## config.mk

```make
export PLATFORM = sky130hd
export DESIGN_NAME = servo_status_packet_parser
export DESIGN_NICKNAME = d
export VERILOG_FILES = /design/src/rtl/ssp_pkg.sv /design/src/rtl/servo_status_packet_parser.sv /design/src/rtl/ssp_in_stage.sv /design/src/rtl/ssp_parser.sv
export SDC_FILE = /design/constraint.sdc
export NUM_CORES = 1
export LEC_CHECK = 0
export BUFFER_PORTS_ARGS = -buffer_cell sky130_fd_sc_hd__buf_2
export CORE_MARGIN = 3
export CORE_UTILIZATION = 35
export DETAILED_ROUTE_END_ITERATION = 8
export PLACE_DENSITY = 0.52
export SLEW_MARGIN = 20
export SYNTH_ARGS = -nofsm -noshare
export SYNTH_HDL_FRONTEND = slang
export SYNTH_SLANG_ARGS = --single-unit
```

## constraint.sdc

```tcl
create_clock -name clk -period 11 [get_ports clk]
set_clock_uncertainty 0.15 [all_clocks]
set_input_delay 2.2 -clock clk [delete_from_list [all_inputs] [get_ports clk]]
set_output_delay 2.2 -clock clk [all_outputs]
set_load 0.05 [all_outputs]
```

## src/rtl/ssp_pkg.sv

```systemverilog
package ssp_pkg;

  // Output kinds carried on tuser
  localparam logic KIND_PARAM = 1'b0;
  localparam logic KIND_END   = 1'b1;

  // Header and id-abort marker byte
  localparam logic [7:0] MARK_BYTE = 8'hFF;

  // Minimum length: id length counts error byte and checksum
  localparam logic [7:0] MIN_LENGTH = 8'd2;

  // Byte held in the input register
  typedef struct packed {
    logic       valid;
    logic [7:0] data;
  } ssp_byte_t;

  // One result item
  typedef struct packed {
    logic       kind;
    logic [7:0] param_value;
    logic [7:0] param_index;
    logic [7:0] servo_id;
    logic [7:0] error_flags;
    logic       checksum_ok;
  } ssp_result_t;

endpackage

```

## src/rtl/servo_status_packet_parser.sv

```systemverilog
// Servo status packet parser.
// Slave channel: one received serial byte per transfer on s_tdata.
// Master channel: zero or one result per byte. tuser is the kind: 0 for a
// parameter byte (value and index in tdata), 1 for end of packet (id, error
// byte and checksum flag in tdata). After a failed checksum the receiver
// should drop the parameters already delivered for that packet.
// A byte in the input register is parsed into the result register, which
// drives m_tvalid, once the result register can take a new item.
// Throughput: one byte per cycle unless a held result waits on m_tready,
// set by the phase update and 8-bit running sum in the parser; header, id,
// length and error bytes produce no transfer on the master side.
// Reset (rst, synchronous) empties both registers and returns the parser to
// hunting for the first header byte.
// When m_tvalid is high and m_tready is low the result register holds and the input register
// keeps one byte; s_tready then drops until the result is taken.
module servo_status_packet_parser
  import ssp_pkg::*;
(
  input  logic        clk,
  input  logic        rst,
  input  logic        s_tvalid,
  output logic        s_tready,
  input  logic [7:0]  s_tdata,   // [7:0] rx_byte
  output logic        m_tvalid,
  input  logic        m_tready,
  output logic [39:0] m_tdata,   // [7:0] param_value, [15:8] param_index,
                                 // [23:16] servo_id, [31:24] error_flags,
                                 // [32] checksum_ok, [39:33] zero
  output logic        m_tuser    // [0] kind
);

  ssp_byte_t   held;
  logic        take;
  ssp_result_t result;

  ssp_in_stage u_in (
    .clk      (clk),
    .rst      (rst),
    .s_tvalid (s_tvalid),
    .s_tready (s_tready),
    .s_tdata  (s_tdata),
    .take     (take),
    .held     (held)
  );

  ssp_parser u_parse (
    .clk      (clk),
    .rst      (rst),
    .held     (held),
    .take     (take),
    .m_tvalid (m_tvalid),
    .m_tready (m_tready),
    .result   (result)
  );

  // Pack result fields, highest field first
  assign m_tdata = {7'd0, result.checksum_ok, result.error_flags, result.servo_id,
                    result.param_index, result.param_value};
  assign m_tuser = result.kind;

endmodule

```

## src/rtl/ssp_in_stage.sv

```systemverilog
module ssp_in_stage
  import ssp_pkg::*;
(
  input  logic       clk,
  input  logic       rst,
  input  logic       s_tvalid,
  output logic       s_tready,
  input  logic [7:0] s_tdata,   // [7:0] rx_byte
  input  logic       take,
  output ssp_byte_t  held
);

  ssp_byte_t held_next;

  // Free when empty or when the parser consumes the held byte this cycle
  assign s_tready = !held.valid || take;

  always_comb begin
    held_next = held;
    if (s_tready) begin
      held_next.valid = s_tvalid;
      if (s_tvalid) begin
        held_next.data = s_tdata;
      end
    end
  end

  always_ff @(posedge clk) begin
    if (rst) begin
      held.valid <= 1'b0;
      held.data  <= '0;
    end else begin
      held <= held_next;
    end
  end

endmodule

```

## src/rtl/ssp_parser.sv

```systemverilog
module ssp_parser
  import ssp_pkg::*;
(
  input  logic        clk,
  input  logic        rst,
  input  ssp_byte_t   held,
  output logic        take,
  output logic        m_tvalid,
  input  logic        m_tready,
  output ssp_result_t result
);

  typedef enum logic [2:0] {
    PH_HUNT1,
    PH_HUNT2,
    PH_ID,
    PH_LEN,
    PH_ERR,
    PH_PARAM,
    PH_SUM
  } phase_t;

  phase_t      phase, phase_next;
  logic [7:0]  held_id, held_id_next;
  logic [7:0]  held_length, held_length_next;
  logic [7:0]  held_error, held_error_next;
  logic [7:0]  running_sum, running_sum_next;
  logic [7:0]  params_seen, params_seen_next;
  logic        emit;
  ssp_result_t result_next;
  logic [7:0]  b;
  logic [7:0]  sum_add;
  logic [8:0]  seen_plus_two;

  // Consume the held byte whenever the result register can take a new item
  assign take = held.valid && (!m_tvalid || m_tready);
  assign b    = held.data;

  assign sum_add       = running_sum + b;
  assign seen_plus_two = {1'b0, params_seen_next} + {1'b0, MIN_LENGTH};

  // Per-byte phase update and result formation
  always_comb begin
    phase_next       = phase;
    held_id_next     = held_id;
    held_length_next = held_length;
    held_error_next  = held_error;
    running_sum_next = running_sum;
    params_seen_next = params_seen;
    emit             = 1'b0;
    result_next      = '0;
    case (phase)
      PH_HUNT2: begin
        phase_next = (b == MARK_BYTE) ? PH_ID : PH_HUNT1;
      end
      PH_ID: begin
        if (b == MARK_BYTE) begin
          phase_next = PH_HUNT1;
        end else begin
          held_id_next     = b;
          running_sum_next = b;
          phase_next       = PH_LEN;
        end
      end
      PH_LEN: begin
        held_length_next = b;
        running_sum_next = sum_add;
        phase_next       = PH_ERR;
      end
      PH_ERR: begin
        held_error_next  = b;
        running_sum_next = sum_add;
        params_seen_next = '0;
        phase_next       = (held_length <= MIN_LENGTH) ? PH_SUM : PH_PARAM;
      end
      PH_PARAM: begin
        emit                    = 1'b1;
        result_next.kind        = KIND_PARAM;
        result_next.param_value = b;
        result_next.param_index = params_seen;
        running_sum_next        = sum_add;
        params_seen_next        = params_seen + 8'd1;
        if (seen_plus_two == {1'b0, held_length}) begin
          phase_next = PH_SUM;
        end
      end
      PH_SUM: begin
        emit                    = 1'b1;
        result_next.kind        = KIND_END;
        result_next.servo_id    = held_id;
        result_next.error_flags = held_error;
        result_next.checksum_ok = (sum_add == MARK_BYTE);
        phase_next              = PH_HUNT1;
      end
      default: begin
        phase_next = (b == MARK_BYTE) ? PH_HUNT2 : PH_HUNT1;
      end
    endcase
  end

  // Parse state and result register
  always_ff @(posedge clk) begin
    if (rst) begin
      phase       <= PH_HUNT1;
      held_id     <= '0;
      held_length <= '0;
      held_error  <= '0;
      running_sum <= '0;
      params_seen <= '0;
      m_tvalid    <= 1'b0;
    end else begin
      if (m_tready) begin
        m_tvalid <= 1'b0;
      end
      if (take) begin
        phase       <= phase_next;
        held_id     <= held_id_next;
        held_length <= held_length_next;
        held_error  <= held_error_next;
        running_sum <= running_sum_next;
        params_seen <= params_seen_next;
        if (emit) begin
          m_tvalid <= 1'b1;
          result   <= result_next;
        end
      end
    end
  end

endmodule
```

==> out/results.ini <==
[min_path]
min-delay-start=u_parse.held_error[6]
whs_path_depth=2
min_delay_worst_endpoint=u_parse.held_error[6]
hold_path.class=reg2reg

[critical_path]
critPathRequiredTime_ps=8650
r2r-end=u_parse.phase[1]
crit_chain=buf_2 > nand3b_1 > buf_2
slowest_delay_ps=330
reg2reg_depth=11
cp_max_fo=11
slowest_stage=nand3b_1
crit_path_start_kind=input pin
startpoint=m_tready
worstSetupPathType=in2out
crit_top_cell=buf_2
reg2reg_slack_ps=7050
r2r_start=u_parse.phase[0]
critPathTopFamily=buffers and inverters
cp-end-kind=output port
worst-path-buf-inv=2
arrival_ps=2960

[synthesis]
yosysUniqueCellTypes=58
syn-cell-area_mm2=0.00428
synth_cells=441
synth-seq-cells=87
yosys_warnings=0
synth_most_common_cell=nor2_1
syn_avg_cell_area_um2=9.70
yosys.area.top_type=dfxtp_1
synth_area_leaders=dfxtp_1, edfxtp_1, mux2i_1
synth_edf_count=34
yosys.area.top_type_share_pct=24.8
ys_async_sr_fraction_pct=0
synth-seq-area-share_pct=48.7
synth_common_cells=nor2_1, dfxtp_1, edfxtp_1
ys.flop_type=dfxtp_1

[die]
dieHeight_um=117
initial_core_util_pct=36.7
core.rowCount=39
dieWidth_um=117
dieArea_mm2=0.0136
ios=55
design.core.area_mm2=0.0117

[sta]
tns_ps=0
rsz0062_at_grt=no
worst_slack_ps=5690
max_freq_ghz=0.188
max_slew.worst_pin.slew_ps=946
slew_headroom_pct=36.9
setup_viol=0
post-route-period-util_pct=48.2
min_period_ps=5310
maxSlewViolCount=0
final-hold-violation-count=0

[global_route]
grt_pass1_wl_um=15600
grt_pass1_vias=3039
grtUsageTotal_pct=14.6
grt_max_degree=56
antenna_found_initial=0
grt.overflow.total=0

[finish]
final_nets=498
num_antenna_cells=0
syn2layout_area_growth_pct=14.2
finalInstanceArea_mm2=0.00489
drive_gt1_share_pct=16.6

[clock_network]
cts_max_level=3
cts_max_path_buffers=2
cts_tree=yes
clkSinkCount=87
root_buffer=clkbuf_16
cts_resized=0
clk_latency_ps=340
ctsHoldBuffers=0
cts_setup_buffers=0
clk_pin_slew_ps=60
cts_made_buffers=9

[detailed_routing]
drt_pre_antenna_iters=4
vias_per_cell=5.21
drc=0
wire_per_inst_um=15.4
vias=3250
antenna_left=0
wl_um=9610
drtIter0Drc=218

[flow_run]
drv_cap=0

[outcome]
status=completed

[pwr]
ir_worst_vdd_v=0.0000834
leakage_nw=2.08
powerDensity_mw_per_mm2=139

[placed_design]
gp_congestion=0.819
post_dp_cell_area_mm2=0.00459
io_buffers=47
pre_cts_ws_ps=5700
place_hpwl_um=6510

[stage by stage]
step / total power [mW] / std cells / util, % / hold WS (ps)
detailed placement: 0.381 / 608 / 39.3 / 322
floorplan: 0.373 / 447 / - / 296
CTS: 0.685 / 624 / 41.9 / 338
global route: 0.704 / 624 / 41.9 / 371
global placement: 0.381 / 608 / 39.3 / 310
finish: 0.680 / 624 / 41.9 / 334
[how the worst max path moves through the flow]
stage | endpoint | slack [ps] | cells past startpoint
floorplan | u_parse.result[0] | 5410 | 4
global placement | s_tready | 5730 | 3
detailed placement | s_tready | 5700 | 3
CTS | s_tready | 5700 | 3
global route | s_tready | 5650 | 3
finish | s_tready | 5690 | 3
[where the power goes]
group | switching, mW | internal (mW)
clock | 0.129 | 0.177
sequential | 0.00745 | 0.335
combinational | 0.0214 | 0.00984
total | 0.158 | 0.522
[kinds of logic (layout without fill, tap and decap cells)]
group	Yosys count	in the layout	share of synthesized area, %
compound gates	80	80	12.9
xor+xnor	16	16	3.28
mux	23	23	5.41
buf+inv	47	81	5.24
simple gates	177	177	21.3
flops	87	87	48.7
fa+ha+maj	10	10	3.10
other cells	1	7	0.0877
[area by class of cell]
class	count	area, um^2
fill	1134	6780
sequential	87	2080
multi-input combinational	313	2010
timing repair buffer	52	273
clock buffer	10	229
tap	143	179
clock inverter	6	68.8
inverter	13	48.8
[cell usage in the layout (no fill, tap or decap), types with 3 or more instances in the layout]
cell type   n
a211oi_1    7
a21o_1      5
a21oi_1    30
a311oi_1    5
and2_1     33
buf_2      47
buf_4       5
clkbuf_16   9
conb_1      7
dfxtp_1    53
edfxtp_1   34
ha_1        9
inv_1      12
mux2i_1    22
nand2_1    30
nand3_1    13
nand4_1     5
nor2_1     56
nor2b_1     4
nor3_1      6
nor4_1      6
o211ai_1    3
o21ai_0     9
o22ai_1     3
or3_1       3
xnor2_1     7
xor2_1      9
[registers in the layout (all words and copies together), names as in the netlist]
signal               count
u_parse.result          34
u_in.held                9
u_parse.held_error       8
u_parse.held_id          8
u_parse.held_length      8
u_parse.params_seen      8
u_parse.running_sum      8
u_parse.phase            3
u_parse.m_tvalid         1
[per-layer routing]
metal	part of all wire (%)	wire length (um)	up-vias	track usage [%]
li1	-	-	1624	-
met1	48	4640	1542	19.8
met2	46	4420	73	23.5
met3	4.1	397	11	2.59
met4	1.5	142	0	5.35
met5	0	0	-	0
[tightest hold or removal path, cell delays in order (launching register included)]
cell and delay (ps):
dfxtp_1 320, a21oi_1 60, nor2_1 70
(Power assumes the default switching activity.)
